## src/design/cfd_pkg.sv

```systemverilog
// Package: shared types and constants for the COBS frame decoder.
`timescale 1ns / 1ps

package cfd_pkg;

    localparam int MAX_FRAME = 256;

    localparam int BYTE_W = 8;
    localparam int LEN_W  = 9;
    localparam int OUT_DATA_W = 24;

    localparam logic [LEN_W-1:0]  MAX_FRAME_LEN = LEN_W'(MAX_FRAME);
    localparam logic [BYTE_W-1:0] CODE_NO_ZERO  = 8'hFF;
    localparam logic [BYTE_W-1:0] DELIMITER     = 8'h00;

    typedef enum logic
    {
        KIND_DATA   = 1'b0,
        KIND_REPORT = 1'b1
    } cfd_kind_t;

    typedef struct packed
    {
        cfd_kind_t          kind;
        logic [BYTE_W-1:0]  data;
        logic               good;
        logic [LEN_W-1:0]   len;
    } cfd_result_t;

endpackage

```

## src/design/cfd_in_reg.sv

```systemverilog
// Input register stage holding one received byte.
`timescale 1ns / 1ps

module cfd_in_reg
    import cfd_pkg::*;
(
    input  logic              clk,
    input  logic              rst_n,
    input  logic              s_tvalid,
    output logic              s_tready,
    input  logic [BYTE_W-1:0] s_byte,
    input  logic              advance,
    output logic              held,
    output logic [BYTE_W-1:0] held_byte
);

    logic              valid_reg;
    logic              valid_next;
    logic [BYTE_W-1:0] byte_reg;

    assign s_tready   = !valid_reg || advance;
    assign valid_next = s_tready ? s_tvalid : valid_reg;

    always_ff @(posedge clk or negedge rst_n)
    begin
        if (!rst_n)
        begin
            valid_reg <= 1'b0;
        end
        else
        begin
            valid_reg <= valid_next;
        end
    end

    always_ff @(posedge clk)
    begin
        if (s_tvalid && s_tready)
        begin
            byte_reg <= s_byte;
        end
    end

    assign held      = valid_reg;
    assign held_byte = byte_reg;

endmodule

```

## src/design/cfd_decode.sv

```systemverilog
// COBS decode state, held-back byte, running sum and frame report logic.
`timescale 1ns / 1ps

module cfd_decode
    import cfd_pkg::*;
(
    input  logic              clk,
    input  logic              rst_n,
    input  logic              advance,
    input  logic [BYTE_W-1:0] rx_byte,
    output logic              res_valid,
    output cfd_result_t       res
);

    logic [BYTE_W-1:0] block_left_reg,  block_left_next;
    logic [BYTE_W-1:0] last_code_reg,   last_code_next;
    logic [BYTE_W-1:0] held_byte_reg,   held_byte_next;
    logic              held_valid_reg,  held_valid_next;
    logic [BYTE_W-1:0] sum_reg,         sum_next;
    logic [LEN_W-1:0]  count_reg,       count_next;
    logic              ovf_reg,         ovf_next;

    logic              take;
    logic [BYTE_W-1:0] take_byte;

    always_comb
    begin
        block_left_next = block_left_reg;
        last_code_next  = last_code_reg;
        held_byte_next  = held_byte_reg;
        held_valid_next = held_valid_reg;
        sum_next        = sum_reg;
        count_next      = count_reg;
        ovf_next        = ovf_reg;
        res             = '0;
        res_valid       = 1'b0;
        take            = 1'b0;
        take_byte       = '0;

        if (rx_byte == DELIMITER)
        begin
            res_valid       = 1'b1;
            res.kind        = KIND_REPORT;
            res.good        = held_valid_reg && !ovf_reg && (count_reg != '0)
                              && (sum_reg == held_byte_reg);
            res.len         = count_reg;
            block_left_next = '0;
            last_code_next  = CODE_NO_ZERO;
            held_byte_next  = '0;
            held_valid_next = 1'b0;
            sum_next        = '0;
            count_next      = '0;
            ovf_next        = 1'b0;
        end
        else if (block_left_reg != '0)
        begin
            block_left_next = block_left_reg - 8'd1;
            take            = 1'b1;
            take_byte       = rx_byte;
        end
        else
        begin
            // code byte: implied zero unless the previous code was a full group
            take            = (last_code_reg != CODE_NO_ZERO);
            last_code_next  = rx_byte;
            block_left_next = rx_byte - 8'd1;
        end

        if (take)
        begin
            if (held_valid_reg)
            begin
                res_valid = 1'b1;
                res.kind  = KIND_DATA;
                res.data  = held_byte_reg;
                sum_next  = sum_reg + held_byte_reg;
            end
            held_byte_next  = take_byte;
            held_valid_next = 1'b1;
            if (count_reg == MAX_FRAME_LEN)
            begin
                ovf_next = 1'b1;
            end
            else
            begin
                count_next = count_reg + 9'd1;
            end
        end
    end

    always_ff @(posedge clk or negedge rst_n)
    begin
        if (!rst_n)
        begin
            block_left_reg <= '0;
            last_code_reg  <= CODE_NO_ZERO;
            held_byte_reg  <= '0;
            held_valid_reg <= 1'b0;
            sum_reg        <= '0;
            count_reg      <= '0;
            ovf_reg        <= 1'b0;
        end
        else if (advance)
        begin
            block_left_reg <= block_left_next;
            last_code_reg  <= last_code_next;
            held_byte_reg  <= held_byte_next;
            held_valid_reg <= held_valid_next;
            sum_reg        <= sum_next;
            count_reg      <= count_next;
            ovf_reg        <= ovf_next;
        end
    end

endmodule

```

## src/design/cfd_out_reg.sv

```systemverilog
// Result register driving the output stream.
`timescale 1ns / 1ps

module cfd_out_reg
    import cfd_pkg::*;
(
    input  logic                  clk,
    input  logic                  rst_n,
    input  logic                  load,
    input  logic                  res_valid,
    input  cfd_result_t           res,
    output logic                  room,
    output logic                  m_tvalid,
    input  logic                  m_tready,
    output logic [OUT_DATA_W-1:0] m_tdata,
    output logic                  m_tuser
);

    logic        valid_reg;
    logic        valid_next;
    cfd_result_t res_reg;

    assign room = !valid_reg || m_tready;

    always_comb
    begin
        valid_next = valid_reg;
        if (load)
        begin
            valid_next = res_valid;
        end
        else if (m_tready)
        begin
            valid_next = 1'b0;
        end
    end

    always_ff @(posedge clk or negedge rst_n)
    begin
        if (!rst_n)
        begin
            valid_reg <= 1'b0;
        end
        else
        begin
            valid_reg <= valid_next;
        end
    end

    always_ff @(posedge clk)
    begin
        if (load && res_valid)
        begin
            res_reg <= res;
        end
    end

    assign m_tvalid = valid_reg;
    assign m_tuser  = res_reg.kind;
    assign m_tdata  = {6'd0, res_reg.len, res_reg.good, res_reg.data};

endmodule

```

## src/design/cobs_frame_decoder_with_checksum_core.sv

```systemverilog
// Top level: COBS frame decoder with 8-bit additive checksum check.
//
//  channel  | dir | payload                                        | sideband
//  ---------+-----+------------------------------------------------+-----------------
//  s_*      | in  | tdata[7:0] rx_byte                             | -
//  m_*      | out | tdata[7:0] out_byte, [8] frame_good, [17:9] len | tuser out_kind
//
// One byte beat per cycle while the result register is not stalled. A byte enters the
// input register, then the decode logic updates the frame state and loads the result
// register in the same cycle. Bytes that produce no result (code bytes, the first
// decoded byte) still advance, but only while the result register has room.
// A stalled result register holds the input register.
// Reset clears all frame state; no warm-up after reset.
`timescale 1ns / 1ps

module cobs_frame_decoder_with_checksum_core
    import cfd_pkg::*;
(
    input  logic                  clk,
    input  logic                  rst_n,
    input  logic                  s_tvalid,
    output logic                  s_tready,
    input  logic [BYTE_W-1:0]     s_tdata,   // [7:0] rx_byte
    output logic                  m_tvalid,
    input  logic                  m_tready,
    output logic [OUT_DATA_W-1:0] m_tdata,   // [7:0] out_byte, [8] frame_good, [17:9] frame_len
    output logic                  m_tuser    // [0] out_kind
);

    logic              in_held;
    logic [BYTE_W-1:0] in_byte;
    logic              room;
    logic              advance;
    logic              res_valid;
    cfd_result_t       res;

    assign advance = in_held && room;

    cfd_in_reg u_in
    (
        .clk       (clk),
        .rst_n     (rst_n),
        .s_tvalid  (s_tvalid),
        .s_tready  (s_tready),
        .s_byte    (s_tdata),
        .advance   (advance),
        .held      (in_held),
        .held_byte (in_byte)
    );

    cfd_decode u_dec
    (
        .clk       (clk),
        .rst_n     (rst_n),
        .advance   (advance),
        .rx_byte   (in_byte),
        .res_valid (res_valid),
        .res       (res)
    );

    cfd_out_reg u_out
    (
        .clk       (clk),
        .rst_n     (rst_n),
        .load      (advance),
        .res_valid (res_valid),
        .res       (res),
        .room      (room),
        .m_tvalid  (m_tvalid),
        .m_tready  (m_tready),
        .m_tdata   (m_tdata),
        .m_tuser   (m_tuser)
    );

    a_data_beat_clean: assert property (@(posedge clk) disable iff (!rst_n)
        (m_tvalid && m_tuser == KIND_DATA) |-> (m_tdata[17:8] == '0))
        else $error("data beat carries report fields");

    a_good_nonempty: assert property (@(posedge clk) disable iff (!rst_n)
        (m_tvalid && m_tuser == KIND_REPORT && m_tdata[8]) |-> (m_tdata[17:9] != '0))
        else $error("good report with zero length");

    a_len_bound: assert property (@(posedge clk) disable iff (!rst_n)
        m_tvalid |-> (m_tdata[17:9] <= MAX_FRAME_LEN))
        else $error("frame length beyond maximum");

    a_stall_holds_input: assert property (@(posedge clk) disable iff (!rst_n)
        !s_tready |-> (in_held && m_tvalid && !m_tready))
        else $error("input stalled without a blocked result");

    a_report_from_delim: assert property (@(posedge clk) disable iff (!rst_n)
        (advance && in_byte == DELIMITER) |=> (m_tvalid && m_tuser == KIND_REPORT))
        else $error("delimiter did not produce a report");

endmodule
```

## config.mk

```make
export PLATFORM = sky130hd
export DESIGN_NAME = cobs_frame_decoder_with_checksum_core
export DESIGN_NICKNAME = d
export VERILOG_FILES = /design/src/design/cfd_pkg.sv /design/src/design/cfd_in_reg.sv /design/src/design/cfd_decode.sv /design/src/design/cfd_out_reg.sv /design/src/design/cobs_frame_decoder_with_checksum_core.sv
export SDC_FILE = /design/constraint.sdc
export NUM_CORES = 1
export LEC_CHECK = 0
export ABC_AREA = 1
export BUFFER_PORTS_ARGS = -buffer_cell sky130_fd_sc_hd__buf_2
export CAP_MARGIN = 20
export CORE_ASPECT_RATIO = 0.5
export CORE_MARGIN = 2
export CORE_UTILIZATION = 50
export CTS_CLUSTER_DIAMETER = 50
export DETAILED_ROUTE_END_ITERATION = 8
export PLACE_DENSITY = 0.7
export SETUP_SLACK_MARGIN = 0.2
export SLEW_MARGIN = 20
export SYNTH_ARGS = -nofsm -noshare
export SYNTH_HDL_FRONTEND = slang
export SYNTH_SLANG_ARGS = --single-unit
```

## constraint.sdc

```tcl
create_clock -name clk -period 4.9 [get_ports clk]
set_input_delay 0.98 -clock clk [delete_from_list [all_inputs] [get_ports clk]]
set_output_delay 0.98 -clock clk [all_outputs]
set_load 0.02 [all_outputs]
```

== Word-level counts from Yosys, hierarchy flattened ==
Cells that the tools add are included.
Word-level totals
  register bits after elaboration: 72
  input bits: 12
  output and inout port bits: 27
  logic and storage cells: 69
Operators by class
  $add $sub $neg: 4
  eq/ne operators: 4
  muxes and demuxes: 28
  reduce and logical (&&, ||, !) cells: 19
Operator list (count)
  $mux 8: 11
  $mux 9: 5
  $sub 8x1->8 const B: 2
  $mux 1: 12
  $add 9x1->9 const B: 1
  $eq 9x9->1 const B: 1
  $reduce_bool 9->1: 1
  $add 8x8->8: 1
  $eq 8x8->1: 1
  $logic_not 8->1: 1
  $ne 8x8->1 const B: 1
  $reduce_bool 8->1: 1
  $logic_and 1x1->1: 6
  $reduce_and 2->1: 3
  $reduce_bool 2->1: 2
  $logic_not 1->1: 3
  $logic_or 1x1->1: 2
  $ne 2x1->1 const B: 1

== Depth between registers and ports, before layout ==
  depth after elaboration: 5
  depth in mapped cells: 12
  mapped depth without buffers: 11

== Hierarchy ==
From an unflattened synthesis, not the netlist that was laid out.
Second synthesis, totals
  cells, all modules: 391
  area, all modules: 3558.4 µm²
By module, submodules not included
  cfd_decode: instances 1, cells an instance 341, area an instance 2595.0 µm², sequential area each 1086.0 µm²
  cfd_out_reg: instances 1, cells an instance 34, area an instance 670.6 µm², sequential area each 595.6 µm²
  cfd_in_reg: instances 1, cells an instance 14, area an instance 285.3 µm², sequential area each 265.3 µm²
  cobs_frame_decoder_with_checksum_core: instances 1, cells an instance 2, area an instance 7.5 µm², sequential area each 0.0 µm²

== Worst setup path after synthesis ==
Ideal clock, no wire load.
  kind: input to output
  from: in m_tready
  to: out s_tready
  arrival: 1218 ps
  data required time: 3920 ps
  path slack: 2702 ps
  stages on the path: 2
  buffers on the path: 0
  cell sequence: nor2_1 nand2_1
On the way
  longest elaborated chain between the ends: 3
RTL lines
  from (decl): line cobs_frame_decoder_with_checksum_core.sv:25  | input logic m_tready,
  $logic_or 1x1->1: line cfd_out_reg.sv:23  | assign room = !valid_reg || m_tready;
  $logic_and 1x1->1: line cobs_frame_decoder_with_checksum_core.sv:37  | assign advance = in_held && room;
  $logic_or 1x1->1: line cfd_in_reg.sv:21  | assign s_tready = !valid_reg || advance;
  to (decl): line cobs_frame_decoder_with_checksum_core.sv:22  | output logic s_tready,
No other way between the ends.

== Worst setup path in the final report ==
  from: reg u_in.byte_reg[4], in the netlist u_in.held_byte[4]
  to: reg u_dec.sum_reg[0]
On the way
  longest elaborated chain between the ends: 4
  elaborated cells between the ends (all ways): 5
  classes of those cells: mux: 4; reduce/logical: 1
RTL lines
  from (decl): line cfd_in_reg.sv:19  | logic [BYTE_W-1:0] byte_reg;
  from (signal assigned): line cfd_in_reg.sv:40  | byte_reg <= s_byte;
  $logic_not 8->1 (*): line cfd_decode.sv:40  | if (rx_byte == DELIMITER)
  $mux 8: line cfd_decode.sv:40
  $mux 8: line cfd_decode.sv:71  | if (held_valid_reg)
  $mux 8 (*): line cfd_decode.sv:69  | if (take)
  to (signal assigned): line cfd_decode.sv:109  | sum_reg <= sum_next;
  to (decl): line cfd_decode.sv:19  | logic [BYTE_W-1:0] sum_reg, sum_next;
Every way passes the cells marked *; elsewhere a longest branch is shown, timed or not.
A chain may end at the register's enable or synchronous reset.

==> results.toml <==
[synth]
netlist_top_cells_count = "nand2_1, inv_1, nor2_1, o21ai_0, dfrtp_1"
async_reset_ff_share_pct = 62.50
synth_area_leaders = "dfrtp_1, edfxtp_1, nand2_1"
synth_cells = 402
ys_ff_latch = 72
synth_warnings = 0
syn_area_mm2 = 0.003682
yosysTopAreaCell = "dfrtp_1"
synth.distinct_cells = 38
ys_seq_area_share_pct = 52.87
synth_top_area_share_pct = 25.14
synth_ff_type = "dfrtp_1"
synth_edf_count = 27
synth.most_common_cell = "nand2_1"
syn_area_per_cell_um2 = 9.160

[pwr]
p_leak_nw = 1.901
ir_drop_v = 0.0002362
p_per_area_mw_per_mm2 = 585.7
total_power_mw = 2.421

[hold_path]
min_from = "u_dec.last_code_reg[0]"
min_path_type = "reg -> reg"
holdPathStages = 2

[worst_setup_path]
timing.setup.critical_path_class = "reg -> reg"
start_kind = "flop"
cp-end-kind = "flop"
worst_ep_arrival_time_ns = 2.70
startpoint = "u_in.held_byte[4]"
cp_data_required_time_ns = 5.12
rr_worst_depth = 9
critPathMaxFanout = 21
r2r_start = "u_in.held_byte[4]"

[clocking]
cts_hold_buf = 0
clock-sinks = 72
ctsResizeCount = 0
postCtsSetupBuffers = 0
clk_pin_slew_worst_paths_ns = 0.05
clockBufferDepth = 2
clk_latency_ns = 0.33
ctsRootBufferMaster = "clkbuf_16"
cts_tree = "built"
cts_htree_levels = 3
cts_buffers = 9

[final_layout]
area_growth_pct = 12.23
final_core_util_pct = 57.09
insertedDiodeCount = 0
fin_nets = 459
drive_above_1_share_pct = 17.91
largest_reg_flops = 18

[sta]
fin_skew_ns = 0.005374
drv_slew = 0
fin_hold_ws_ns = 0.4780
hold_violations = 0
fin_ws_ns = 2.421
rsz0062_at_grt = "false"
tns_ns = 0
max-slew-margin-rel_pct = 42.55
max_freq_mhz = 403.4
setup_viol = 0
fin_crit_ns = 2.479
tightest_slew_ns = 0.8586
period_share_pct = 50.60

[die]
core_mm2 = 0.007239
io_pins = 39
die_x_um = 125.4
die_area_mm2 = 0.008109
die_y_um = 64.68
start_util_pct = 50.86
row_count = 22

[placed_design]
dp_hpwl_mm = 5.261
io_buffers = 32
dp_slack_ns = 2.139
gp_congestion = 0.8769

[run_status]
status = "finished clean"

[routing]
dr.pass1.iters = 4
routedWlPerCell_um = 13.57
dr.first_iter.drc_count = 262
route.detailed.drc = 0
vias_per_cell = 5.063
route.met3.wl_um = 535
drt-total-wl_mm = 7.287
top_layer_used = "met4"
via_count = 2719
met1_length_mm = 3.817
wl_met2_mm = 2.846
ant_nets = 0

[global_route]
grt_max_degree = 46
first_global_vias = 2641
antenna_found_initial = 0
grt_usage_pct = 19.92
grt_first_pass_wirelength_mm = 12.52
overflow = 0

[flow_run]
maxCapViolCount = 0
==> power breakdown <==
group          leakage, nW  switching [mW]  internal [mW]
combinational        0.970           0.557          0.327
clock                0.124           0.237          0.337
sequential           0.808           0.126          0.836
total                 1.90           0.920           1.50
==> path summary, 6_finish.rpt <==
| check | slack (ns) | endpoint |
|---|---|---|
| max | 2.42 | u_dec.sum_reg[0] |
| min in group asynchronous | 0.65 | u_dec.block_left_reg[0] |
| min | 0.48 | u_dec.last_code_reg[0] |
| max in group asynchronous | 3.86 | u_dec.held_byte_reg[2] |
| max reg2reg | 2.42 | u_dec.sum_reg[0] |
| min reg2reg | 0.48 | u_dec.last_code_reg[0] |
==> cells in the final DEF, fill, tap and decap left out, types with 8 or more instances in the layout <==
cell type	synthesis	final
dfstp_2	8	8
xor2_1	8	8
o21ai_1	8	8
inv_1	42	42
edfxtp_1	27	27
nand3_1	24	24
clkbuf_16	0	9
buf_2	1	31
nor2_1	40	40
dfrtp_1	37	37
o21ai_0	40	40
ha_1	10	10
nand2_1	80	80
==> layout make-up <==
type	instances	area, um^2
clock buffer	11	232.7
clock inverter	5	25.02
fill	667	3107
inverter	45	168.9
multi-input combinational	275	1469
sequential	72	1947
tap	96	120.1
timing repair buffer	33	170.2
==> metrics by stage <==
step	instances	area [um^2]
6_report	537	4133
5_1_grt	537	4133
4_1_cts	537	4130
3_5_place_dp	521	3872
3_3_place_gp	521	3872
2_1_floorplan	407	3701
==> layer usage <==
layer  global-route usage [%]  vias to the layer above
met3                    6.193                        9
met1                    28.90                     1232
met4                    6.528                        0
met5                        0                        -
met2                    28.53                       87
li1                         -                     1391
==> kinds of logic after synthesis <==
family	Yosys count	share of synthesized area (%)
flip-flops	72	52.87
other	1	0.1018
adder cells (fa/ha/maj)	11	3.942
AND/OR/NAND/NOR	176	21.85
buffers and inverters	60	7.747
XOR/XNOR	12	2.854
AO/OA/AOI/OAI	70	10.64
==> critical path: stages (launching register included) <==
cell and delay (ns):
edfxtp_1 0.47, nor2_1 0.18, nand3_2 0.10, nor2_4 0.37, inv_2 0.22, nor2_4 0.15
inv_2 0.10, nand2_2 0.39, inv_2 0.17, a22o_1 0.21
Power figures use the tool's default switching activity.
